## src/rtl/prh_pkg.sv

```systemverilog
// Package for the packet reorder holder: widths, action codes, queue control.
// No dependencies; imported by every module of the block.
`default_nettype none
package prh_pkg;
    localparam int KEY_W           = 32;
    localparam int TAG_IN_W        = 16;
    localparam int RND_W           = 16;
    localparam int DIS_W           = 16;
    localparam int ACT_W           = 2;
    localparam int QUEUE_DEPTH_DEF = 16;
    localparam int TAG_WIDTH_DEF   = 16;

    localparam logic [ACT_W-1:0] ACT_NEW     = 2'd0;
    localparam logic [ACT_W-1:0] ACT_RELEASE = 2'd1;
    localparam logic [ACT_W-1:0] ACT_FLUSH   = 2'd2;

    localparam logic [KEY_W-1:0] KEY_MAX = {KEY_W{1'b1}};

    typedef struct packed {
        logic insert;
        logic pop;
    } queue_op_t;
endpackage
`default_nettype wire

```

## src/rtl/prh_modu.sv

```systemverilog
// Bit-serial restoring remainder unit: random draw modulo max delay.
// Depends on prh_pkg; instantiated by the top level.
`default_nettype none
module prh_modu (
    input  wire                          clk,
    input  wire                          rst_n,
    input  wire                          start,
    input  wire [prh_pkg::RND_W-1:0]     dividend,
    input  wire [prh_pkg::DIS_W-1:0]     divisor,
    output logic                         done,
    output logic [prh_pkg::DIS_W-1:0]    remainder
);
    import prh_pkg::*;

    localparam int CNT_W = $clog2(RND_W + 1);

    logic             busy_reg;
    logic             done_reg;
    logic [CNT_W-1:0] cnt_reg;
    logic [RND_W-1:0] dvd_reg;
    logic [DIS_W:0]   rem_reg;
    logic [DIS_W-1:0] dsr_reg;
    logic [DIS_W:0]   trial;

    assign trial     = {rem_reg[DIS_W-1:0], dvd_reg[RND_W-1]};
    assign done      = done_reg;
    assign remainder = rem_reg[DIS_W-1:0];

    always_ff @(posedge clk or negedge rst_n)
    begin
        if (!rst_n)
        begin
            busy_reg <= 1'b0;
            done_reg <= 1'b0;
            cnt_reg  <= '0;
        end
        else
        begin
            done_reg <= 1'b0;
            if (start)
            begin
                busy_reg <= 1'b1;
                cnt_reg  <= CNT_W'(RND_W);
            end
            else if (busy_reg)
            begin
                cnt_reg <= cnt_reg - 1'b1;
                if (cnt_reg == CNT_W'(1))
                begin
                    busy_reg <= 1'b0;
                    done_reg <= 1'b1;
                end
            end
        end
    end

    always_ff @(posedge clk)
    begin
        if (start)
        begin
            dvd_reg <= dividend;
            rem_reg <= '0;
            dsr_reg <= (divisor == '0) ? DIS_W'(1) : divisor;
        end
        else if (busy_reg)
        begin
            dvd_reg <= {dvd_reg[RND_W-2:0], 1'b0};
            rem_reg <= (trial >= {1'b0, dsr_reg}) ? trial - {1'b0, dsr_reg} : trial;
        end
    end

    a_rem_below: assert property (@(posedge clk) disable iff (!rst_n)
        done_reg |-> rem_reg < {1'b0, dsr_reg})
        else $error("remainder not below divisor");
endmodule
`default_nettype wire

```

## config.mk

```make
export PLATFORM = sky130hd
export DESIGN_NAME = prh_modu
export DESIGN_NICKNAME = d
export VERILOG_FILES = /design/src/rtl/prh_pkg.sv /design/src/rtl/prh_modu.sv
export SDC_FILE = /design/constraint.sdc
export NUM_CORES = 1
export LEC_CHECK = 0
export ABC_AREA = 1
export BUFFER_PORTS_ARGS = -buffer_cell sky130_fd_sc_hd__clkbuf_2
export CELL_PAD_IN_SITES_DETAIL_PLACEMENT = 1
export CELL_PAD_IN_SITES_GLOBAL_PLACEMENT = 1
export CORE_MARGIN = 8
export CORE_UTILIZATION = 35
export CTS_CLUSTER_SIZE = 16
export DETAILED_ROUTE_END_ITERATION = 16
export PLACE_DENSITY_LB_ADDON = 0.1
export SYNTH_ARGS = -nofsm -noshare
export SYNTH_HDL_FRONTEND = slang
export SYNTH_SLANG_ARGS = --single-unit
```

## constraint.sdc

```tcl
create_clock -name clk -period 4 [get_ports clk]
set_input_delay 0.4 -clock clk [delete_from_list [all_inputs] [get_ports clk]]
set_output_delay 0.4 -clock clk [all_outputs]
set_load 0.05 [all_outputs]
```

==> implementation parameters <==
Parameter                              Value

Final layout
  Most common library cell in the layout ignoring fill and taps    nand2_1
  Share of the core filled with cells in the final layout    40.36%
  Area added between synthesis and finish    12.49%
  Antenna diode instance count    0
  Fillers    1,259
  Layout Nets    569
  Highest-count cells in the layout ignoring fill and taps    170 x nand2_1, 78 x inv_1, 51 x clkbuf_2
  Ratio of cells with drive above 1 in the final layout    15.31%

Setup path
  Crit-path slowest cell    fa_1
  Number of buffer and inverter stages on the critical path    2
  Slowest stage delay, CP    0.47 ns
  Critical path peak fanout    4
  Endpoint of the worst-slack reg-to-reg timing path    rem_reg[14]$_SDFFE_PP0P_
  Most prevalent standard cell on the critical path    nand2_1
  Depth of the worst register-to-register path    14
  FF-to-FF Start    dvd_reg[15]$_DFFE_PP_
  Critical path class    register to register
  Kind of start point of the critical path    register
  Kind of cell with the highest combined delay on the critical path    simple AND/OR/NAND/NOR gates
  Flop-to-flop setup slack    1.74 ns
  Required time at the endpoint of the critical path    4.21 ns
  Sort of element at the end of the critical path    register
  Arrival time at the worst endpoint    2.47 ns
  Series of cell instances along the critical path    inv_1 -> ha_1 -> inv_1 -> fa_1 -> nand3_1 -> nand3_1 -> nand2_1 -> nand2_1 -> nand2_1 -> nand2_1 -> nand2_1 -> nand3_2 -> nand2_1 -> nand2_1

Clock tree
  CTS Root Buffer Type    clkbuf_8
  Number of H-tree branching levels    2
  Number of CTS-inserted buffers    5
  Buffer levels on the longest clock path    2
  Insertion delay to the later sink of the worst-skew pair    0.31 ns
  Clock tree from TritonCTS    yes
  Number of buffers inserted to repair setup after CTS    0
  Clk slew on worst S/H paths    0.10 ns
  Number of sinks on the clock net    55

Synth
  Area of the mapped netlist    3507 µm²
  Syn avg cell area    7.352 µm²
  Nets in the synthesized netlist    531
  Simple-gate share of the synthesized area    33.68%
  Parity-gate share of the synthesized area counting xor and xnor cells    1.748%
  Gate count after technology mapping    477
  Yosys Warn Count    0
  Share of the synthesized area in compound gates (AO/OA/AOI/OAI)    4.067%
  Number of register bits inferred by synthesis    55
  Combinational family with the most area after synthesis    simple AND/OR/NAND/NOR gates
  Fraction of synthesized area in multiplexers    0%
  Sequential area share after synthesis    41.53%
  Post-synthesis adder-cell area fraction    6.993%
  Count of distinct cell types in the synthesized netlist    36

Floorplanning
  Cell row count    36
  Initial cell density of the core    35.88%
  Horizontal die dimension    116.1 µm
  Full die area    13,480 µm²
  Area of the core region    9774 µm²
  Top-level I/O count    52
  Die H    116.1 µm

Global route
  Pin count of the biggest net entering global routing    37
  GRT overflow    0
  Overall routing resource usage    14.92%
  Initial antenna violation count    0
  Via count of the first global-routing pass    3,211
  First-pass GRT wire length    15,900 µm

Worst hold path
  Hold Path Sink    dsr_reg[14]$_SDFFCE_PN0P_
  Hold depth    1
  Type of the most critical hold path    primary input to register
  Launch point of the worst hold path    divisor[14]

Route
  WL final    9508 µm
  WL per Instance    14.65 µm
  Post-route ant nets    0
  Router iterations before antenna repair    4
  Count of routing violations after the opening detailed-route iteration    81
  Mean number of vias per cell    4.678
  Count of vias placed by the detailed router    3,036
  DRC violation count after routing    0

Placed design
  Last weighted congestion value of the routability-driven placer    0.8120
  Post-Place Setup Slack    1.725 ns
  Final HPWL from detailed placement    7609 µm
  Count of port buffers added during placement    51

Outcome
  Result of the run    completed

Flow run
  Number of max-cap violations    0

STA
  Clk_skew    0.007635 ns
  Highest Clock Rate    0.4429 GHz
  Unrepaired setup endpoints after global routing    false
  Final setup vio count    0
  Crit share post-route    56.45%
  Final count of hold timing violations    0
  Final setup margin    1.742 ns
  Slew HR    45.86%
  Worst-margin pin slew    0.8113 ns
  Clock period minus final worst setup slack    2.258 ns
  Number of pins with negative max-slew slack in the final report    0
  Total Negative Setup Slacks    0 ns

Power
  Peak VDD IR    0.2047 mV
  Power per cell area    697.3 nW/µm²
  Leakage power    0.002123 µW
area by class of cell:
type | count | area, µm² | share of cell area, %
inverters | 81 | 304.0 | 7.707
well taps | 133 | 166.4 | 4.218
repair buffers | 54 | 280.3 | 7.104
multi-input cells | 318 | 1630 | 41.33
flip-flops and latches | 55 | 1456 | 36.92
clock inverters | 3 | 38.79 | 0.9832
clock buffers | 5 | 68.82 | 1.744
where the power goes:
part | internal [µW] | switching (µW) | leakage (µW)
Sequential | 721 | 101 | 0.000549
Combinational | 489 | 1060 | 0.00152
Clock | 184 | 193 | 0.0000556
Total | 1390 | 1360 | 0.00212
cells in the mapped netlist:
| cell type | instances | area [µm²] |
|---|---|---|
| nor2_1 | 21 | 78.83 |
| fa_1 | 1 | 20.02 |
| xor2_1 | 1 | 8.760 |
| a41o_1 | 1 | 10.01 |
| inv_2 | 2 | 7.510 |
| nor2_2 | 2 | 12.51 |
| o21ai_0 | 10 | 50.05 |
| nand2_4 | 2 | 22.52 |
| clkbuf_1 | 19 | 71.32 |
| edfxtp_1 | 32 | 960.9 |
| dfxtp_1 | 16 | 320.3 |
| nand3_2 | 4 | 40.04 |
| nor2_4 | 2 | 22.52 |
| o21bai_1 | 1 | 7.510 |
| buf_4 | 1 | 7.510 |
| clkinv_1 | 1 | 3.750 |
| xnor2_1 | 6 | 52.55 |
| ha_1 | 18 | 225.2 |
| o21ai_1 | 1 | 5.000 |
| nand3_1 | 37 | 185.2 |
| nand4_1 | 6 | 37.54 |
| or2_2 | 1 | 6.260 |
| nand3b_1 | 7 | 52.55 |
| buf_6 | 2 | 22.52 |
| nand2_2 | 5 | 31.28 |
| dfrtp_1 | 7 | 175.2 |
| a21oi_2 | 1 | 8.760 |
| nor3_1 | 2 | 10.01 |
| or2_0 | 1 | 6.260 |
| nor4_1 | 5 | 31.28 |
| inv_1 | 78 | 292.8 |
| buf_8 | 1 | 15.01 |
| a21oi_1 | 11 | 55.05 |
| and2_1 | 1 | 6.260 |
| o22ai_1 | 1 | 6.260 |
| nand2_1 | 170 | 638.1 |
worst max path at each step:
stage | slack (ns) | startpoint | endpoint | cells past startpoint
2_1_floorplan | 1.91 | rem_reg[14]$_SDFFE_PP0P_ | rem_reg[3]$_SDFFE_PP0P_ | 12
3_3_place_gp | 1.71 | start | busy_reg$_DFF_PN0_ | 5
3_5_place_dp | 1.72 | start | dvd_reg[8]$_DFFE_PP_ | 4
4_1_cts | 1.73 | dvd_reg[15]$_DFFE_PP_ | rem_reg[14]$_SDFFE_PP0P_ | 14
5_1_grt | 1.56 | dvd_reg[15]$_DFFE_PP_ | rem_reg[14]$_SDFFE_PP0P_ | 14
6_report | 1.74 | dvd_reg[15]$_DFFE_PP_ | rem_reg[14]$_SDFFE_PP0P_ | 14
repair_timing:
action,4_1_cts,5_1_grt
hold buffers,1,0
resized for setup,0,0
endpoints found under the hold margin,7,0
per-stage QoR:
step	instances	cell area (µm²)	total power (µW)	hold WS, ns
floorplan	477	3507	2038	0.1044
global placement	640	3827	2374	0.2510
detailed placement	640	3827	2397	0.2491
CTS	649	3945	2778	0.2688
global route	649	3945	2982	0.2655
finish	649	3945	2751	0.2764
kinds of logic after synthesis:
logic type	Yosys count
fa+ha+maj	19
simple gates	266
flops	55
xor+xnor	7
compound gates	26
buf+inv	104
worst reg2reg max path: cells and delay by family (launching register included):
| kind | cells | cell delay, ns |
|---|---|---|
| fa+ha+maj | 2 | 0.61 |
| buf+inv | 2 | 0.16 |
| flops | 1 | 0.37 |
| simple gates | 10 | 1.03 |
per-layer routing:
metal / vias up / wire, µm / track usage [%]
met5: - / 0 / 0
met3: 6 / 336 / 2.896
li1: 1561 / - / -
met1: 1425 / 4565 / 19.13
met2: 44 / 4502 / 25.24
met4: 0 / 102 / 3.457
(Power assumes the default switching activity.)
